File: src/hw/rtl/gqla_ram.sv
// Generic single-port-write, single-port-read RAM with a registered read.
// No dependencies; used for the code map and the glyph store.
`timescale 1ns / 1ps

module gqla_ram #(
  parameter int WIDTH = 8,
  parameter int DEPTH = 256
) (
  input  logic                     clk,
  input  logic                     we,
  input  logic [$clog2(DEPTH)-1:0] waddr,
  input  logic [WIDTH-1:0]         wdata,
  input  logic [$clog2(DEPTH)-1:0] raddr,
  output logic [WIDTH-1:0]         rdata
);

  logic [WIDTH-1:0] mem [DEPTH];

  always_ff @(posedge clk) begin
    if (we) begin
      mem[waddr] <= wdata;
    end
    rdata <= mem[raddr];
  end

endmodule

File: config.mk
export PLATFORM = sky130hd
export DESIGN_NAME = gqla_ram
export DESIGN_NICKNAME = d
export VERILOG_FILES = /design/src/hw/rtl/gqla_ram.sv
export SDC_FILE = /design/constraint.sdc
export NUM_CORES = 2
export LEC_CHECK = 0
export ABC_AREA = 1
export ABC_CLOCK_PERIOD_IN_PS = 4500
export BUFFER_PORTS_ARGS = -buffer_cell sky130_fd_sc_hd__buf_4
export CAP_MARGIN = 20
export CORE_MARGIN = 3
export CORE_UTILIZATION = 55
export CTS_CLUSTER_SIZE = 10
export DETAILED_ROUTE_END_ITERATION = 7
export PLACE_DENSITY_LB_ADDON = 0.12
export SLEW_MARGIN = 20
export SYNTH_ARGS = -nofsm -noshare
export SYNTH_HDL_FRONTEND = slang
export SYNTH_SLANG_ARGS = --single-unit
File: constraint.sdc
create_clock -name clk -period 4.5 [get_ports clk]
set_input_delay 0.45 -clock clk [delete_from_list [all_inputs] [get_ports clk]]
set_output_delay 0.45 -clock clk [all_outputs]
set_load 0.01 [all_outputs]
==> metrics.csv <==
stage,metric,value,unit
setup_path,Buf/Inv on CP,4,
setup_path,crit-path max FO,68,
cts,"Reg clk slew, reported paths",50,ps
power_and_ir_drop,power density cells,433.4,nW/um2
drt,Initial DRC Count,6943,
drt,DRC errors left,0,
grt,vias in the first global route,51810,
cts,CTS tree,done,
cts,post-CTS setup buffer count,0,
drt,WL per Instance,25.51,um
grt,GR Overflow Total,0,
setup_path,reg2reg setup slack,2440,ps
power_and_ir_drop,VDD IR max,0.4021,mV
cts,# clock sinks,2056,
setup_path,"CP delay by family, top",simple AND/OR/NAND/NOR gates,
grt,antenna violations before repair,8,
placed_design,Port Buf Inserts,33,
synth,Syn Area/Cell,11.91,um2
hold_path,HP Class,in2reg,
drt,final WL,229200,um
sta,unrepaired setup endpoints after global routing,no,
sta,worst hold slack,125.2,ps
power_and_ir_drop,P_leak,31.50,nW
synth,Post-Syn Nets,7029,
synth,"Cell Area, Synth",83400,um2
cells_and_area,share of cells above drive strength 1,0.05743,
job,MaxCap Viol Count,0,
cts,Resized Gates After CTS,0,
grt,first-pass GRT wire length,340100,um
setup_path,WP data arrival,3490,ps
floorplan,die area,156300,um2
grt,largest net degree at the start of global routing,161,
cts,root buffer cell,clkbuf_16,
floorplan,Initial Util,0.5548,
drt,Vias/cell,6.069,
sta,Final TNS setup,0,ps
floorplan,die width,395.4,um
sta,Final Hold Fails,0,
cts,CTS Buf Count,225,
setup_path,critical path class,in2reg,
sta,Final Slew Violations,0,
drt,DR vias,54530,
setup_path,startpoint type of the worst setup path,input pin,
placed_design,dpl hpwl,129300,um
cts,H-tree levels,4,
setup_path,slowest cell on the critical path,buf_8,
sta,worst slew pin tran,1158,ps
synth,post-synthesis cell count,7003,
floorplan,num rows,142,
synth,sequential element share of the synthesized area,0.7394,
run_status,status,"complete, no violations",
cells_and_area,final net count,6925,
setup_path,WP data required,5270,ps
synth,yosys warns,0,
cells_and_area,Area Overhead vs Synth,9.633,%
cts,Clock Tree Buf Depth,3,
sta,Highest Clock Rate,367.8,MHz
grt,total track usage,0.2916,
setup_path,CP Capture Type,flip-flop,
sta,Final Critical Period,2719,ps
sta,slew margin rel.,0.2283,
drt,DRT Pass-1 Iters,8,
sta,Max Clock Skew,26.68,ps
synth,#FFs+latches synth,2056,
drt,Antenna Nets Post-Route,0,
setup_path,cell repeated most along the worst path,nand3_1,
floorplan,# IOs,34,
floorplan,core footprint,150300,um2
setup_path,max incr delay on CP,440,ps
cts,Skew-Pair Late Insertion Delay,830,ps
setup_path,"Critical Path, Cell by Cell",buf_8 > inv_8 > buf_12 > buf_12 > nand3_1 > nand3_1 > nand3_1 > nand3_1 > nand3_1 > nand3_1 > nand2_1 > nand2_1 > nand2_1,
sta,Final Setup Violations,0,
placed_design,Routability Congestion,0.8437,
floorplan,Die Span Y,395.4,um
sta,Final period util,0.6043,
synth,Synth cell types,14,
==> per-stage QoR <==
step | setup WS (ps) | util | power, W | std cells | instance area (um2)
2_1_floorplan | 2559 | - | 0.02283 | 7003 | 83400
3_3_place_gp | 1076 | 0.5674 | 0.02393 | 8686 | 85290
3_5_place_dp | 1060 | 0.5675 | 0.02396 | 8687 | 85310
4_1_cts | 1933 | 0.6082 | 0.03976 | 8981 | 91420
5_1_grt | 1734 | 0.6082 | 0.04075 | 8981 | 91420
6_report | 1781 | 0.6083 | 0.03962 | 8984 | 91430
==> placed cells by master (no fill, tap or decap), drive strengths merged <==
cell type / count
buf: 151
clkbuf: 283
clkinv: 7
dfxtp: 8
diode: 3
dlygate4sd3: 1
edfxtp: 2048
inv: 42
nand2: 2123
nand3: 2019
nor2: 283
==> kinds of logic after synthesis <==
family,Yosys count,share of synthesized area
AND/OR/NAND/NOR,4425,0.2295
flip-flops,2056,0.7394
buffers and inverters,522,0.03119
==> synthesized netlist by cell type <==
master    count  area share
clkbuf_1    112      0.0050
buf_8         1     0.00018
nand2_1    2123       0.096
buf_4        46      0.0041
buf_2       268       0.016
nand3_1    2019        0.12
buf_6        16      0.0022
inv_2         2    0.000090
edfxtp_1   2048        0.74
inv_1        36      0.0016
dfxtp_1       8      0.0019
inv_4         1    0.000075
buf_1        40      0.0018
nor2_1      283       0.013
==> worst register-to-register path, delay by kind of cell (launching register included) <==
| kind | cells | cell delay [ps] |
|---|---|---|
| and+or+nand+nor | 10 | 1570 |
| DFF | 1 | 390 |
==> timing repair <==
item,4_1_cts,5_1_grt
hold endpoints to repair,7,0
hold buffers,1,0
endpoints found under the setup margin,0,0
==> state kept, by name, summed over array words and instances (netlist names) <==
name / flops
mem: 2048
rdata: 8
==> final timing paths <==
check,depth (start not counted),from,end
worst max-delay path,13,raddr[1],rdata[4]
worst min-delay path,1,wdata[3],mem[120][3]
worst max register to register,10,mem[203][1],rdata[1]
worst min register to register,10,mem[244][7],rdata[7]
==> metal layers <==
| layer | share of wire | wire, um | GRT usage | up-vias |
|---|---|---|---|---|
| li1 | - | - | - | 24560 |
| met1 | 0.41 | 95030 | 0.4333 | 26840 |
| met2 | 0.45 | 104100 | 0.4380 | 2751 |
| met3 | 0.10 | 22860 | 0.05632 | 378 |
| met4 | 0.031 | 7165 | 0.09415 | 2 |
| met5 | 0.000031 | 7 | 0 | - |
==> area by class of cell <==
cell class	count	area (um2)
sequential	2056	61660
fill	11900	58880
multi-input combinational	4425	19150
clock buffer	283	5964
tap	2016	2522
timing repair buffer	152	1809
inverter	39	180.2
clock inverter	10	141.4
antenna	3	7.507
==> power breakdown <==
group	internal [W]	switching, W	total, W
Clock	0.00910	0.00693	0.0160
Combinational	0.000583	0.00185	0.00243
Sequential	0.0211	0.0000421	0.0212
Total	0.0308	0.00882	0.0396
Note: power is estimated with default switching activity, not from simulation.
