`src/hw/rtl/gqla_pkg.sv`:
```
// Shared types, widths and codes for the glyph quad layout block.
// Used by gqla_quad and glyph_quad_layout; no dependencies of its own.
`timescale 1ns / 1ps

package gqla_pkg;

  localparam int CODE_COUNT_DEF  = 65536;
  localparam int GLYPH_COUNT_DEF = 4096;
  localparam int GLYPH_IDX_W     = 12;
  localparam int MAP_W           = GLYPH_IDX_W + 1;
  localparam int GLYPH_W         = 56;

  localparam int IN_TDATA_W  = 136;
  localparam int IN_TUSER_W  = 2;
  localparam int OUT_TDATA_W = 192;
  localparam int CFG_IDX_W   = 3;
  localparam int CFG_DATA_W  = 32;

  // Largest advance: ((2^25 - 1) * (2^16 - 1)) >> 12 fits in 29 bits.
  localparam int ADV_W = 29;

  localparam logic [1:0] OP_MAP   = 2'd0;
  localparam logic [1:0] OP_GLYPH = 2'd1;
  localparam logic [1:0] OP_PEN   = 2'd2;
  localparam logic [1:0] OP_PLACE = 2'd3;

  localparam logic [CFG_IDX_W-1:0] REG_SCALE     = 3'd0;
  localparam logic [CFG_IDX_W-1:0] REG_SPACING   = 3'd1;
  localparam logic [CFG_IDX_W-1:0] REG_MONOSPACE = 3'd2;
  localparam logic [CFG_IDX_W-1:0] REG_FONT_SIZE = 3'd3;
  localparam logic [CFG_IDX_W-1:0] REG_RCP_W     = 3'd4;
  localparam logic [CFG_IDX_W-1:0] REG_RCP_H     = 3'd5;
  localparam logic [CFG_IDX_W-1:0] REG_COLOR     = 3'd6;

  localparam logic [15:0] LOW_CODE_MAX = 16'h00ff;

  typedef struct packed {
    logic [7:0]  off;
    logic [7:0]  h;
    logic [7:0]  w;
    logic [15:0] v;
    logic [15:0] u;
  } glyph_rec_t;

  typedef struct packed {
    logic [23:0] scale;
    logic [15:0] spacing;
    logic        monospace;
    logic [7:0]  font_size;
    logic [23:0] rcp_w;
    logic [23:0] rcp_h;
    logic [31:0] color;
  } cfg_t;

  typedef struct packed {
    logic [23:0] sw;
    logic [23:0] sh;
    logic [23:0] so;
    logic [15:0] tu;
    logic [15:0] tv;
    logic [15:0] tw;
    logic [15:0] th;
  } quad_prod_t;

  // Texel count times a Q0.24 reciprocal, brought to Q0.16 and clamped.
  function automatic logic [15:0] tex_sat(input logic [39:0] p);
    logic [15:0] r;
    if (p[39:24] != 16'd0) begin
      r = 16'hffff;
    end else begin
      r = p[23:8];
    end
    return r;
  endfunction

endpackage

```
`src/hw/rtl/gqla_quad.sv`:
```
// Glyph scaling stage: quad size, bearing and atlas coordinates of one glyph.
// Depends on gqla_pkg for the glyph record, configuration and result types.
`timescale 1ns / 1ps

module gqla_quad (
  input  logic                clk,
  input  logic                load,
  input  gqla_pkg::glyph_rec_t glyph,
  input  gqla_pkg::cfg_t      cfg,
  output gqla_pkg::quad_prod_t prod
);

  import gqla_pkg::*;

  logic [31:0] w_prod;
  logic [31:0] h_prod;
  logic [31:0] o_prod;
  logic [39:0] u_prod;
  logic [39:0] v_prod;
  logic [39:0] tw_prod;
  logic [39:0] th_prod;

  // Each product is a single multiplier feeding the result register.
  assign w_prod  = 32'(glyph.w) * 32'(cfg.scale);
  assign h_prod  = 32'(glyph.h) * 32'(cfg.scale);
  assign o_prod  = 32'(glyph.off) * 32'(cfg.scale);
  assign u_prod  = 40'(glyph.u) * 40'(cfg.rcp_w);
  assign v_prod  = 40'(glyph.v) * 40'(cfg.rcp_h);
  assign tw_prod = 40'(glyph.w) * 40'(cfg.rcp_w);
  assign th_prod = 40'(glyph.h) * 40'(cfg.rcp_h);

  // An 8-bit texel count times a 24-bit scale never exceeds 24 bits after the shift.
  always_ff @(posedge clk) begin
    if (load) begin
      prod.sw <= w_prod[31:8];
      prod.sh <= h_prod[31:8];
      prod.so <= o_prod[31:8];
      prod.tu <= tex_sat(u_prod);
      prod.tv <= tex_sat(v_prod);
      prod.tw <= tex_sat(tw_prod);
      prod.th <= tex_sat(th_prod);
    end
  end

endmodule

```
`config.mk`:
```
export PLATFORM = sky130hd
export DESIGN_NAME = gqla_quad
export DESIGN_NICKNAME = d
export VERILOG_FILES = /design/src/hw/rtl/gqla_pkg.sv /design/src/hw/rtl/gqla_quad.sv
export SDC_FILE = /design/constraint.sdc
export NUM_CORES = 2
export LEC_CHECK = 0
export BUFFER_PORTS_ARGS = -buffer_cell sky130_fd_sc_hd__buf_2
export CAP_MARGIN = 30
export CORE_MARGIN = 8
export CORE_UTILIZATION = 65
export DETAILED_ROUTE_END_ITERATION = 8
export PLACE_DENSITY_LB_ADDON = 0.08
export SLEW_MARGIN = 20
export SYNTH_ARGS = -nofsm -noshare
export SYNTH_HDL_FRONTEND = slang
export SYNTH_SLANG_ARGS = --single-unit
```
`constraint.sdc`:
```
create_clock -name clk -period 8.8 [get_ports clk]
set_input_delay 0.88 -clock clk [delete_from_list [all_inputs] [get_ports clk]]
set_output_delay 0.88 -clock clk [all_outputs]
set_load 0.01 [all_outputs]
```
==> impl_metrics.yaml <==
worst_setup_path:
  startpoint_type: "input port"
  critPathRequiredTime_ns: 9.03
  cp_slowest_cell: "nor3_4"
  crit_buf_inv: 4
  critPathCaptureType: "flop"
  path_class: "input port to flop"
  crit_arrival_ns: 8.00
  max_stage_delay_ns: 0.60
  cp_common_cell: "fa_1"
  critPathMaxFanout: 24
  path_cells: "buf_2, nand2_1, fa_1, inv_1, fa_1, fa_1, fa_1, fa_1, inv_1, fa_1, inv_1, ha_1, nand2_1, or3_1, o21ai_2, o2bb2ai_2, o31ai_2, a211o_1, a2111oi_2, o2111ai_1, nor3_4, o21ai_0"
  cp_top_family: "adder cells"
floorplanning:
  pin_count: 323
  fp.dieH_um: 310
  core.rowCount: 108
  initial_core_util_pct: 65.2
  die_area_um2: 96300
  fp.dieW_um: 310
  core_region_area_um2: 86300
place:
  dpl.cell_count: 7308
  gp_congestion: 0.909
  portBuffers: 265
  dp_hpwl_um: 106000
timing:
  hold_viol_final: 0
  slew_headroom_pct: 35.3
  fin_crit_sh_pct: 88.2
  totalNegativeSetupSlack_ns: 0
  fmax_mhz: 129
  fin_crit_ns: 7.77
  setup-violations-final: 0
  rsz0062_at_grt: "no"
  drv_slew: 0
  worst_slew_pin_slew_ns: 0.970
final_layout:
  fin_cells: 7357
  top_regs: "prod (136)"
  final_core_util_pct: 68.0
  drive_gt1_share_pct: 5.93
  largest_reg_flops: 136
  regMostFlops: "prod"
  fillers: 6990
  area_growth_pct: 4.22
  finalNetCount: 8088
yosys:
  syn_inst: 6185
  synthFlopType: "edfxtp_1"
  avgSynthCellArea_um2: 9.11
  yosys_warnings: 0
  yosysSeqAreaShare_pct: 7.25
  synth_edf_count: 136
  syn-num-nets: 8100
  syn-cell-area_um2: 56300
  synth-seq-cells: 136
  synth_cell_type_count: 83
  ys_async_sr_fraction_pct: 0
clock_tree:
  cts_tree: "done"
  clk_pin_slew_ns: 0.09
  clock-root-buffer: "clkbuf_16"
  post_cts_buffers: 0
  numCtsBuffers: 17
  clk_path_buf_depth: 2
  cts_resized: 0
  cts_sinks: 136
  postCtsHoldBufs: 0
  htreeDepth: 4
drt:
  avgViaCountPerCell: 5.69
  route.detailed.wl_per_inst_um: 19.0
  top_layer_used: "met5"
  drtIter0Drc: 2884
  num_vias: 41900
  ant_nets: 0
  drt_wl_total_um: 140000
  routed-wl-met2_um: 65600
  drc: 0
  drt_first_pass_iters: 6
  wl_met1_um: 58300
  met3_length_um: 12300
worst_hold_path:
  hold_path_class: "input port to flop"
power:
  leakage_nw: 28.3
  pwr_density_cell_nw_per_um2: 402
  peakVddDrop_mv: 0.708
grt:
  grt_remaining_overflow: 0
  grt_pass1_wl_um: 233000
  grt_antenna_before_repair: 18
  grt_pass1_vias: 45600
  grt_start_max_net_pins: 71
  grtUsageTotal_pct: 30.4
outcome:
  status: "finished, final reports clean"
job:
  maxCapViolations: 0
-- final cells by class --
type | count | area (µm²) | share of cell area, %
multi-input cells | 4496 | 46400 | 79.0
inverters | 1230 | 4620 | 7.86
flip-flops and latches | 136 | 4080 | 6.96
repair buffers | 292 | 1550 | 2.64
well taps | 1155 | 1450 | 2.46
clock buffers | 17 | 425 | 0.725
clock inverters | 15 | 148 | 0.251
diodes | 16 | 40.0 | 0.0682
-- path summary, 6_finish.rpt --
check,start,end,slack (ns),cells after the start
max,cfg[42],prod[37],1.03,22
min,load,prod[78],0.88,1
-- cell families (layout without fill, tap and decap cells) --
| family | count (synthesis) | after routing | share of synthesized area [%] |
|---|---|---|---|
| muxes | 4 | 4 | 0.0733 |
| adders and majority gates | 1728 | 1728 | 55.2 |
| buffers and inverters | 1553 | 1554 | 10.4 |
| and+or+nand+nor | 2189 | 2189 | 19.6 |
| AOI/OAI and AO/OA | 443 | 443 | 5.36 |
| other | 0 | 16 | 0 |
| DFF | 136 | 136 | 7.25 |
| xor gates and xnor gates | 132 | 132 | 2.05 |
-- through the flow --
step	worst slack, ns	instance area [µm²]	power [W]	hold WS [ns]
after CTS	1.10	58600	0.0234	0.881
after detailed placement	0.555	58100	0.0224	1.29
after global routing	0.560	58700	0.0263	0.906
after floorplan	1.60	56300	0.0174	0.992
final	1.03	58700	0.0236	0.876
after global placement	0.665	58100	0.0222	1.29
-- report_power, final --
group	internal, W	switching (W)
logic	0.00890	0.0127
clock network	0.000377	0.000405
registers	0.00114	0.0000904
-- metal layers --
| metal | vias to the layer above | track usage (%) |
|---|---|---|
| met4 | 6 | 8.91 |
| li1 | 18500 | - |
| met3 | 268 | 5.60 |
| met1 | 21400 | 41.8 |
| met5 | - | 0 |
| met2 | 1685 | 49.4 |
-- cell usage in the layout (no fill, tap or decap), types with 70 or more instances in the layout --
master / netlist / final
nand2_1: 943 / 943
nor2_1: 113 / 113
xnor2_1: 93 / 93
inv_1: 1230 / 1230
buf_2: 3 / 264
ha_1: 463 / 463
a21oi_1: 117 / 117
edfxtp_1: 136 / 136
fa_1: 1265 / 1265
a21o_1: 70 / 70
and2_1: 903 / 903
-- cell usage after synthesis (4+ instances only) --
cell,number,share of area [%]
a31oi_1,13,0.14
o21bai_1,16,0.21
a21o_1,70,0.93
ha_1,463,10
a2111oi_0,10,0.16
a211o_1,6,0.093
nand3_1,35,0.31
inv_1,1230,8.2
and2_1,903,10
nand4_1,30,0.33
xor2_1,39,0.61
a21boi_0,7,0.093
a211oi_1,17,0.23
or3_1,12,0.13
nor4_1,4,0.044
or2_2,15,0.17
o21a_1,31,0.41
a221oi_1,6,0.093
clkbuf_1,314,2.1
fa_1,1265,45
nor3_1,39,0.35
and4_1,6,0.093
a311oi_1,4,0.062
nand2b_1,21,0.23
o31ai_1,12,0.16
o22ai_1,4,0.044
and3_1,17,0.19
o211ai_1,10,0.13
nand2_1,943,6.3
nand4b_1,8,0.12
edfxtp_1,136,7.2
xnor2_1,93,1.4
o21ai_0,68,0.60
nor3b_1,4,0.053
o2111ai_1,6,0.093
a21oi_1,117,1.0
nor2b_1,19,0.21
nor2_1,113,0.75
(Power assumes the default switching activity.)
